## config.mk

```make
export PLATFORM = sky130hd
export DESIGN_NAME = gmcp_cell_calc
export DESIGN_NICKNAME = d
export VERILOG_FILES = /design/src/design/grid_min_cost_path_defines.svh /design/src/design/gmcp_pkg.sv /design/src/design/gmcp_cell_calc.sv
export SDC_FILE = /design/constraint.sdc
export NUM_CORES = 1
export LEC_CHECK = 0
export ABC_CLOCK_PERIOD_IN_PS = 11800
export BUFFER_PORTS_ARGS = -buffer_cell sky130_fd_sc_hd__buf_2
export CORE_MARGIN = 4
export CORE_UTILIZATION = 45
export DETAILED_ROUTE_END_ITERATION = 10
export PLACE_DENSITY = 0.75
export SETUP_SLACK_MARGIN = 0.3
export SYNTH_ARGS = -nofsm -noshare
export SYNTH_HDL_FRONTEND = slang
export SYNTH_SLANG_ARGS = --single-unit
export TNS_END_PERCENT = 1
```

## constraint.sdc

```tcl
create_clock -name vclk -period 11.8
set_clock_uncertainty 0.1 [all_clocks]
set_input_delay 1.18 -clock vclk [all_inputs]
set_output_delay 1.18 -clock vclk [all_outputs]
set_load 0.01 [all_outputs]
```

## src/design/grid_min_cost_path_defines.svh

```systemverilog
// Assertion macros used by the top-level design file
`ifndef GRID_MIN_COST_PATH_DEFINES_SVH
`define GRID_MIN_COST_PATH_DEFINES_SVH

// checked only out of reset
`define GMCP_ASSERT(label, prop, msg) \
  label: assert property (@(posedge clk) disable iff (!rst_n) prop) else $error(msg);

// checked on every edge, reset included
`define GMCP_ASSERT_ALWAYS(label, prop, msg) \
  label: assert property (@(posedge clk) prop) else $error(msg);

`endif

```

## src/design/gmcp_pkg.sv

```systemverilog
package gmcp_pkg;

  localparam int MAX_COLS  = 256;
  localparam int MAX_ROWS  = 256;
  localparam int COST_BITS = 16;
  localparam int SUM_W     = 26;
  localparam int PATH_W    = 25;
  localparam int SIZE_W    = 9;
  localparam int COL_W     = (MAX_COLS > 1) ? $clog2(MAX_COLS) : 1;
  localparam int ROW_W     = (MAX_ROWS > 1) ? $clog2(MAX_ROWS) : 1;
  localparam int CFG_IDX_W = 2;

  typedef logic [CFG_IDX_W-1:0] cfg_idx_t;
  typedef logic [SIZE_W-1:0]    size_t;
  typedef logic [SUM_W-1:0]     sum_t;
  typedef logic [COST_BITS-1:0] cost_t;
  typedef logic [COL_W-1:0]     col_t;
  typedef logic [ROW_W-1:0]     row_t;

  localparam cfg_idx_t REG_GRID_ROWS = CFG_IDX_W'(0);
  localparam cfg_idx_t REG_GRID_COLS = CFG_IDX_W'(1);

  // whether the cell being worked on is in the first row or first column
  typedef struct packed {
    logic first_row;
    logic first_col;
  } pos_t;

  // zero reads as one, anything above the maximum as the maximum
  function automatic size_t clamp_size(input size_t v, input size_t maxv);
    size_t res;
    if (v == size_t'(0)) begin
      res = size_t'(1);
    end else if (v > maxv) begin
      res = maxv;
    end else begin
      res = v;
    end
    return res;
  endfunction

endpackage

```

## src/design/gmcp_cell_calc.sv

```systemverilog
module gmcp_cell_calc (
  input  gmcp_pkg::cost_t cost,
  input  gmcp_pkg::sum_t  left,
  input  gmcp_pkg::sum_t  diag,
  input  gmcp_pkg::sum_t  up,
  input  gmcp_pkg::pos_t  pos,
  output gmcp_pkg::sum_t  val
);

  gmcp_pkg::sum_t cost_ext;
  gmcp_pkg::sum_t min_lu;
  gmcp_pkg::sum_t min3;
  gmcp_pkg::sum_t base;

  assign cost_ext = gmcp_pkg::SUM_W'(cost);
  assign min_lu   = (up < left) ? up : left;
  assign min3     = (diag < min_lu) ? diag : min_lu;

  always_comb begin
    unique case ({pos.first_row, pos.first_col})
      2'b11:   base = '0;
      2'b10:   base = left;
      2'b01:   base = up;
      default: base = min3;
    endcase
  end

  assign val = base + cost_ext;

endmodule

```

==> metrics.txt <==
RSZ-0062 raised after global routing=no; die area=~8400 sq um; Syn Inst Count=~440; CP endpoint kind=primary output; Least-Margin Pin Slew=around 0.87 ns; CP peak stage delay=0.67 ns; FFs & Latches=0; Core Box Area=approximately 6800 sq um; Port Buffer Count=roughly 120; cell leakage power=approximately 2.0 nW; Rows=30; postcts setup bufs=0; GRT overflow=0; Setup Viol. Count Final=0; ratio of total power to cell area=60.9 nW/um^2; crit start category=input pin; Critical Path AT=around 9.0 ns; number of remaining DRC errors=0; Multi-input gate area=2900 sq um; CLK BUF=0; routability cong.=around 0.9; ratio of cells with drive above 1 in the final layout=between 20% and 30%; Max transition margin=41.9%; Crit-path slowest cell=a311o_2; I/O pins=approximately 120; post-layout util=between 50% and 60%; Final HPWL DP=8.06 mm; vias per inst=~5.8; global-route usage over all layers=between 20 and 25%; Max-Cap Viols=0; # resized after CTS=0; leading cell types in the layout, fill and taps excluded=buf_2, ha_1, a21oi_1, inv_1, o21ai_0; endpoints failing hold=0; status=completed; WHS Path Cells=3; Final nets=about 720; initial drt markers=roughly 180; CP Class=in -> out; Synth top area share=about a quarter; final WL=between 9 and 10 mm; commonest non-fill, non-tap cell in the layout=buf_2; Area Growth Syn to Fin=21.1%; starting density of the core=a little under half; Ys Warns=0; CTS Hold Bufs=0; Initial DRT Pass Iterations=6; Critical Path RT=roughly 11 ns; antenna cells=0; Cell Area, Synth=~3100 sq um; fillers=a little under 700; vias in the first global route=3,570; peak supply drop=a little over 0.04 mV; Syn Nets=a little over 600; cell taking the most area after synthesis=ha_1; final setup TNS=0 ns; number of distinct library cells after synthesis=between 50 and 60; Tmin final=about 10 ns; Pins Over Slew Limit=0; worst-path fanout max=45; first-pass GRT wire length=about 16 mm; die width=between 90 and 100 um; register area share after synthesis=0%; worst hold path class=in -> out; fin crit share=between 80% and 90%; ANT nets after route=0; initial antenna violation count=0; largest net degree at the start of global routing=63; maximum clock rate=about 97 MHz; Mapped Avg Cell Area=7.07 sq um; cell types occupying the most area after synthesis=ha_1, mux2i_1, a21oi_1; drt wl/cell=roughly 15 um; Reg area=0 sq um; Die Height=91.5 um; vias=between 3,000 and 4,000
-- layer usage --
layer | share of wire [%] | GRT usage [%]
met1 | 44 | 29.1
met2 | 47 | 39.1
met3 | 7.1 | 2.98
met4 | 0.98 | 2.51
met5 | 0 | 0
-- worst max-delay path: cells and delay by family --
family                   cells  cell delay (ns)
buffers and inverters        4             0.69
adder cells (fa/ha/maj)      4             1.25
multiplexers                 1             0.30
XOR/XNOR                     1             0.11
AND/OR/NAND/NOR              8             1.18
AO/OA/AOI/OAI               16             4.26
-- cell usage after synthesis, types with 5 or more instances --
master and n:
a21o_1 7, o21ai_0 36, a21oi_1 44, clkbuf_1 11
nand2b_1 14, o311a_1 5, nor3_1 7, inv_1 39
nand3_1 7, xnor2_1 14, ha_1 67, nor2_1 30
mux2i_1 33, xor2_1 8, a211oi_1 19, nand2_1 34
nand4_1 9
-- kinds of logic after synthesis --
kind of cell | count (synthesis) | synth area share [%]
compound gates | 140 | 28.5
fa+ha+maj | 68 | 27.3
xor+xnor | 22 | 6.14
simple gates | 122 | 19.8
buf+inv | 59 | 7.61
mux | 33 | 10.5
-- where the power goes --
| part | internal, mW | leakage (nW) | total, mW | switching (mW) |
|---|---|---|---|---|
| combinational | 0.102 | 2.03 | 0.232 | 0.130 |
| clock | 0 | 0 | 0 | 0 |
| sequential | 0 | 0 | 0 | 0 |
-- per-stage QoR --
stage / cells / hold slack, ns / setup WS (ns) / power (mW) / area [sq um]
2_1_floorplan: 444 / 2.41 / 2.43 / 0.160 / 3140
3_3_place_gp: 645 / 2.58 / 1.69 / 0.226 / 3800
3_5_place_dp: 645 / 2.58 / 1.58 / 0.230 / 3800
4_1_cts: 645 / 2.58 / 1.55 / 0.231 / 3800
5_1_grt: 645 / 2.59 / 0.840 / 0.260 / 3800
6_report: 645 / 2.57 / 1.54 / 0.232 / 3800
-- area by class of cell --
class	instances	area share (%)
multi-input combinational	385	76.3
timing repair buffer	125	16.7
inverter	39	3.85
tap	96	3.16
-- final timing paths --
path                 start       to  slack [ns]
hold / removal     cost[0]   val[0]        2.57
setup / recovery  left[24]  val[18]        1.54
Power figures use the tool's default switching activity.
